$ cat src/assert_macros.svh
// Assertion macros shared by the counted key hash multiset modules.
// Each macro builds one labeled concurrent assertion that is disabled
// while the active-low reset is asserted.
`ifndef ASSERT_MACROS_SVH
`define ASSERT_MACROS_SVH

// The expression must hold at every rising clock edge.
`define CKHM_ASSERT_ALWAYS(label, clk_sig, rstn_sig, expr, msg) \
    label: assert property (@(posedge clk_sig) disable iff (!rstn_sig) (expr)) \
        else $error(msg);

// Whenever the antecedent holds, the consequent must hold in the same cycle.
`define CKHM_ASSERT_IMPLY(label, clk_sig, rstn_sig, ante, cons, msg) \
    label: assert property (@(posedge clk_sig) disable iff (!rstn_sig) \
        (ante) |-> (cons)) else $error(msg);

`endif

$ cat src/ckhm_pkg.sv
// ============================================================================
// ckhm_pkg
// Shared constants, result codes and controller/datapath interface types
// for the counted key hash multiset.
// ============================================================================
`timescale 1ns / 1ps
`default_nettype none

package ckhm_pkg;

    // Key and result field geometry.
    localparam int KEY_W      = 40;
    localparam int KEY_NBYTES = KEY_W / 8;
    localparam int IDX_W      = 3;
    localparam int COUNT_W    = 24;
    localparam int DIST_OUT_W = 12;
    localparam int STATUS_W   = 2;

    localparam logic [COUNT_W-1:0] COUNT_MAX = {COUNT_W{1'b1}};

    // Operation codes on the func input.
    localparam logic FUNC_INSERT = 1'b0;
    localparam logic FUNC_DELETE = 1'b1;

    // Result status codes.
    localparam logic [STATUS_W-1:0] ST_OK     = 2'd0;
    localparam logic [STATUS_W-1:0] ST_FULL   = 2'd1;
    localparam logic [STATUS_W-1:0] ST_ABSENT = 2'd2;

    // One way of a bucket.
    typedef struct packed {
        logic               valid;
        logic [KEY_W-1:0]   key;
        logic [COUNT_W-1:0] count;
    } slot_t;

    // Commands from the controller to the datapath.
    typedef struct packed {
        logic             clr;
        logic             load;
        logic             mul;
        logic             rec;
        logic             red;
        logic             upd;
        logic [IDX_W-1:0] step;
    } dp_cmd_t;

    // Status from the datapath to the controller.
    typedef struct packed {
        logic             clr_last;
        logic [IDX_W-1:0] key_len;
    } dp_stat_t;

endpackage

`default_nettype wire

$ cat src/ckhm_ctrl.sv
// ============================================================================
// ckhm_ctrl
// Sequencer for the multiset: runs the bucket clearing pass after reset,
// steps the hash over the key bytes and issues the bucket update.
// ============================================================================
`timescale 1ns / 1ps
`default_nettype none
`include "assert_macros.svh"

module ckhm_ctrl (
    input  wire logic               clk,
    input  wire logic               rst_n,
    input  wire logic               start,
    output logic                    busy,
    output ckhm_pkg::dp_cmd_t       cmd,
    input  wire ckhm_pkg::dp_stat_t stat
);

    localparam logic [2:0] S_CLEAR  = 3'd0;
    localparam logic [2:0] S_IDLE   = 3'd1;
    localparam logic [2:0] S_HASH   = 3'd2;
    localparam logic [2:0] S_RECIP  = 3'd3;
    localparam logic [2:0] S_REDUCE = 3'd4;
    localparam logic [2:0] S_UPDATE = 3'd5;

    logic [2:0]                     state_reg;
    logic [2:0]                     state_next;
    logic [ckhm_pkg::IDX_W-1:0]     step_reg;
    logic [ckhm_pkg::IDX_W-1:0]     step_next;

    // Next state and command decode.
    always_comb
    begin
        state_next = state_reg;
        step_next  = step_reg;
        cmd        = '0;
        cmd.step   = step_reg;
        case (state_reg)
            S_CLEAR:
            begin
                cmd.clr = 1'b1;
                if (stat.clr_last)
                begin
                    state_next = S_IDLE;
                end
            end
            S_IDLE:
            begin
                if (start)
                begin
                    cmd.load   = 1'b1;
                    step_next  = ckhm_pkg::IDX_W'(1);
                    state_next = S_HASH;
                end
            end
            S_HASH:
            begin
                // One hash step per remaining byte pair, then the bucket lookup.
                if (step_reg < stat.key_len)
                begin
                    cmd.mul    = 1'b1;
                    state_next = S_RECIP;
                end
                else
                begin
                    state_next = S_UPDATE;
                end
            end
            S_RECIP:
            begin
                cmd.rec    = 1'b1;
                state_next = S_REDUCE;
            end
            S_REDUCE:
            begin
                cmd.red    = 1'b1;
                step_next  = step_reg + ckhm_pkg::IDX_W'(1);
                state_next = S_HASH;
            end
            S_UPDATE:
            begin
                cmd.upd    = 1'b1;
                state_next = S_IDLE;
            end
            default:
            begin
                state_next = S_IDLE;
            end
        endcase
    end

    // State registers.
    always_ff @(posedge clk or negedge rst_n)
    begin
        if (!rst_n)
        begin
            state_reg <= S_CLEAR;
            step_reg  <= '0;
        end
        else
        begin
            state_reg <= state_next;
            step_reg  <= step_next;
        end
    end

    assign busy = (state_reg != S_IDLE);

    // At most one datapath command is active in any cycle.
    `CKHM_ASSERT_ALWAYS(a_cmd_onehot0, clk, rst_n, ($onehot0({cmd.clr, cmd.load, cmd.mul, cmd.rec, cmd.red, cmd.upd})), "more than one datapath command active")
    // The reciprocal multiply always consumes a product from the previous cycle.
    `CKHM_ASSERT_IMPLY(a_rec_after_mul, clk, rst_n, cmd.rec, $past(cmd.mul), "reciprocal step without a product")
    // A hash step only ever pairs bytes that lie inside the key.
    `CKHM_ASSERT_IMPLY(a_step_in_key, clk, rst_n, cmd.mul, ((step_reg != '0) && (step_reg < stat.key_len)), "hash step outside the key")

endmodule

`default_nettype wire

$ cat config.mk
export PLATFORM = sky130hd
export DESIGN_NAME = ckhm_ctrl
export DESIGN_NICKNAME = d
export VERILOG_FILES = /design/src/ckhm_pkg.sv /design/src/ckhm_ctrl.sv
export VERILOG_INCLUDE_DIRS = /design/src /design/src/src
export SDC_FILE = /design/constraint.sdc
export NUM_CORES = 1
export LEC_CHECK = 0
export BUFFER_PORTS_ARGS = -buffer_cell sky130_fd_sc_hd__buf_2
export CAP_MARGIN = 20
export CORE_AREA = 2 2 39 41
export CTS_CLUSTER_DIAMETER = 60
export DETAILED_ROUTE_END_ITERATION = 12
export DIE_AREA = 0 0 41 43
export SYNTH_ARGS = -nofsm -noshare
export SYNTH_HDL_FRONTEND = slang
export SYNTH_SLANG_ARGS = --single-unit
$ cat constraint.sdc
create_clock -name clk -period 1.8 [get_ports clk]
set_clock_uncertainty 0.05 [all_clocks]
set_input_delay 0 -clock clk [delete_from_list [all_inputs] [get_ports clk]]
set_output_delay 0 -clock clk [all_outputs]
set_load 0.05 [all_outputs]
== Yosys cells after proc, flatten, opt, wreduce, memory -nomap -nowiden ==
Cells that the tools add are included.

* Register bits after elaboration: 6
* ROM bits: 0
* Word-level logic and storage cells: 30
* Output and inout port bits: 10
* Bits in writable memories: 0
* Memories: 0
* Bits in latches: 0

* Bitwise gates (word level): 0
* Multiply operators: 0
* Muxes and demuxes: 14
* Divide/modulo/power cells: 0
* Add/sub/neg operators: 1
* Order comparisons: 1
* Shift-type cells: 0
* Equal/unequal tests: 8
* Reductions and logical operators: 4

{| class="wikitable"
|+ Operators with widths
! cell !! number
|-
| case mux 3 bit (5 select lines) || 1
|-
| two-way mux 3 bit || 4
|-
| two-way mux 1 bit || 8
|-
| == test 3 x 2 -> 1 bit, second input constant || 2
|-
| == test 3 bit, second input constant || 2
|-
| case mux 3 bit (2 select lines) || 1
|-
| != test 2 bit, second input constant || 2
|-
| AND reduction 2 bit || 2
|-
| adder 3 x 1 -> 3 bit, second input constant || 1
|-
| == test 3 x 1 -> 1 bit, second input constant || 1
|-
| logical NOT 3 bit || 1
|-
| less-than comparator 3 bit || 1
|-
| != test 3 x 1 -> 1 bit, second input constant || 1
|-
| nonzero test 2 bit || 1
|}

== Depth between registers and ports, before layout ==
* Word-level depth: 3
* Depth in mapped cells: 5

== Worst setup path before layout ==
Ideal clock, no wire load.

* Kind: reg-to-output
* Start point: register step_reg[2] (netlist bit)
* End point: output cmd[6] (netlist bit)
* Stages on the path, launching flop included: 5
* Path slack: -0.194 ns
* Arrival: 1.944 ns
* Cells stage by stage: dfrtp_1 > ha_1 > a211oi_1 > o21ai_0 > nor2_1

{| class="wikitable"
|+ RTL lines
! item !! RTL line !! text
|-
| from (decl) || ckhm_ctrl.sv:28 || <nowiki>logic [ckhm_pkg::IDX_W-1:0] step_reg;</nowiki>
|-
| from (signal assigned) || ckhm_ctrl.sv:103 || <nowiki>step_reg <= step_next;</nowiki>
|-
| to (decl) || ckhm_ctrl.sv:15 || <nowiki>output ckhm_pkg::dp_cmd_t cmd,</nowiki>
|}

==> reports/results.tsv <==
metric	value	unit
status	complete, but fails checks	
failing checks	negative hold slack	
vias in the first global route	314	
# H-tree levels	1	
Max Cap Violations	0	
CP Data Required Time	1750	ps
busiest grt layer	met1	
critical path class	register to output pin	
Layout fillers	143	
GR Util met2	0.153	
Root Driver	clkbuf_4	
post-route DRC violation count	0	
slowest CP cell	dfrtp_1	
Final Slew Violations	0	
Ys Warns	0	
Vias/cell	4.77	
CP peak stage delay	400	ps
# setup viols final	0	
Final Cycle Share	0.937	
share of layout cells above drive strength 1	0.439	
setup tns final	0	ps
Worst-path clk slew	50	ps
RePlAce Congestion	0.747	
startpoint types	register	
Synth Net Count	49	
Yosys top cell by area	dfrtp_1	
Area contributors post-synth	dfrtp_1, ha_1, buf_6	
Initial DRC Count	7	
grt met1 use	0.160	
global route total overflow	0	
Post-synth EDFFs	0	
number of top-level pins	17	
Most used DFF post-synth	dfrtp_1	
vias	348	
core area	1380	um^2
first-pass GRT wire length	1.35	mm
Yosys cell types	20	
area of the multi-input gates	214	um^2
Ant. Diodes	0	
post-route minimum period	1690	ps
delay-heaviest family, CP	flip-flops	
total track usage	0.108	
Layout Cell Area excl Fill	510	um^2
sequential fraction of the synthesis area	0.380	
placed inst area	475	um^2
reg-to-reg slack, setup	390	ps
CP Capture Type	output pin	
die area	1760	um^2
DR WL/cell	10.8	um
Die H	43	um
Yosys top cell area share	0.380	
Worst Max-Slew Pin Slew	325	ps
Post-synth ARST share	1.00	
nets@finish	69	
Routed Antenna Nets	0	
RSZ-0062 raised after global routing	no	
chip width	41	um
clk_lat worst skew	240	ps
initial antenna violation count	0	
largest net degree at the start of global routing	11	
Gate Count Post-Synth	39	
1st-pass router iterations	4	
Mean Syn Cell Area	10.1	um^2
Arrival @ worst endpoint	1640	ps
row cnt	14	
Rel. slew slack	0.783	
worst path buffer plus inverter count	1	
Fin. Hold Viols	1	
TritonCTS clock tree	built	
GR Util met3	0.0157	
Num CTS Buffers	3	
crit-path max FO	3	
FF+latch count, synth	6	
final wirelength	786	um
Initial Utilization	0.286	
area grow syn2layout	29.1	%
PortBufs	16	
setup bufs post-CTS	0	
hold slack	-0.0124	ps
synthesized area	395	um^2
CP Cell Sequence	ha_1 -> a211oi_1 -> o21ai_1 -> nor2_2 -> buf_4	
total clock sinks	6	
Register Area	150	um^2
fmax	0.593	GHz
Hold Path Class	input pin to register	
Bufs on Longest Clock Path	2	
## layout by cell type, fill, tap and decap left out, types with 2 or more instances in the layout
cell type | Yosys | routed
nor2b_1 | 2 | 2
nor2_1 | 4 | 3
a211oi_1 | 2 | 2
clkbuf_4 | 0 | 3
a21oi_1 | 2 | 2
buf_2 | 0 | 15
nor2_2 | 1 | 2
dfrtp_1 | 6 | 6
nor3_1 | 2 | 2
ha_1 | 3 | 3
nand2_1 | 2 | 2
inv_1 | 3 | 3
## tightest hold or removal path: stages
cell,delay (ps)
buf_2,80
a211oi_1,60
a21oi_1,110
## final cells by class
cell class,count,area share
multi-input cells,28,0.419
flip-flops and latches,6,0.294
repair buffers,17,0.181
clock buffers,3,0.0441
well taps,16,0.0392
inverters,3,0.0221
## repair_timing
action / in CTS / in global routing
resized for setup: 1 / 1
endpoints found under the hold margin: 6 / 0
hold buffers: 1 / 0
endpoints found under the setup margin: 1 / 1
pin swaps: 0 / 0
## kinds of logic (layout without fill, tap and decap cells)
logic type	Yosys count	in the layout	share of synthesized area
DFF	6	6	0.380
buffers and inverters	5	23	0.0854
adders and majority gates	3	3	0.0949
and+or+nand+nor	17	17	0.307
xor gates and xnor gates	1	1	0.0222
AOI/OAI and AO/OA	7	7	0.111
## per-stage QoR
step | util | hold WS [ps] | worst slack, ps | instances
floorplan | - | -346 | 13.1 | 39
global placement | 0.344 | -215 | 345 | 69
detailed placement | 0.344 | -213 | 298 | 69
CTS | 0.369 | 7.48 | 42.2 | 73
global route | 0.369 | 36.0 | 17.9 | 73
finish | 0.369 | -0.0124 | 114 | 73
## cells in the mapped netlist, types with 2 or more instances
| cell | number |
|---|---|
| nor2_1 | 4 |
| a21oi_1 | 2 |
| ha_1 | 3 |
| inv_1 | 3 |
| nor2b_1 | 2 |
| nor3_1 | 2 |
| dfrtp_1 | 6 |
| nand2_1 | 2 |
| a211oi_1 | 2 |
| o21ai_0 | 2 |
| buf_6 | 2 |
## metal layers
metal  vias up  share of wire
li1        173              -
met1       160           0.47
met2        11           0.44
met3         4          0.069
met4         0          0.018
met5         -              0
## path summary, 6_finish.rpt
kind / endpoint / cells past startpoint / start
hold reg to reg: step_reg[0]$_DFFE_PN0P_ / 1 / step_reg[0]$_DFFE_PN0P_
hold / removal: state_reg[0]$_DFFE_PN0P_ / 3 / stat[3]
setup / recovery: cmd[6] / 5 / step_reg[2]$_DFFE_PN0P_
setup reg to reg: state_reg[2]$_DFFE_PN0P_ / 4 / step_reg[2]$_DFFE_PN0P_
min in group asynchronous: step_reg[1]$_DFFE_PN0P_ / 2 / rst_n
max in group asynchronous: state_reg[2]$_DFFE_PN0P_ / 2 / rst_n
Power is not shown: default switching activity piles up to over one toggle a cycle in this logic, so the estimate is an artifact.
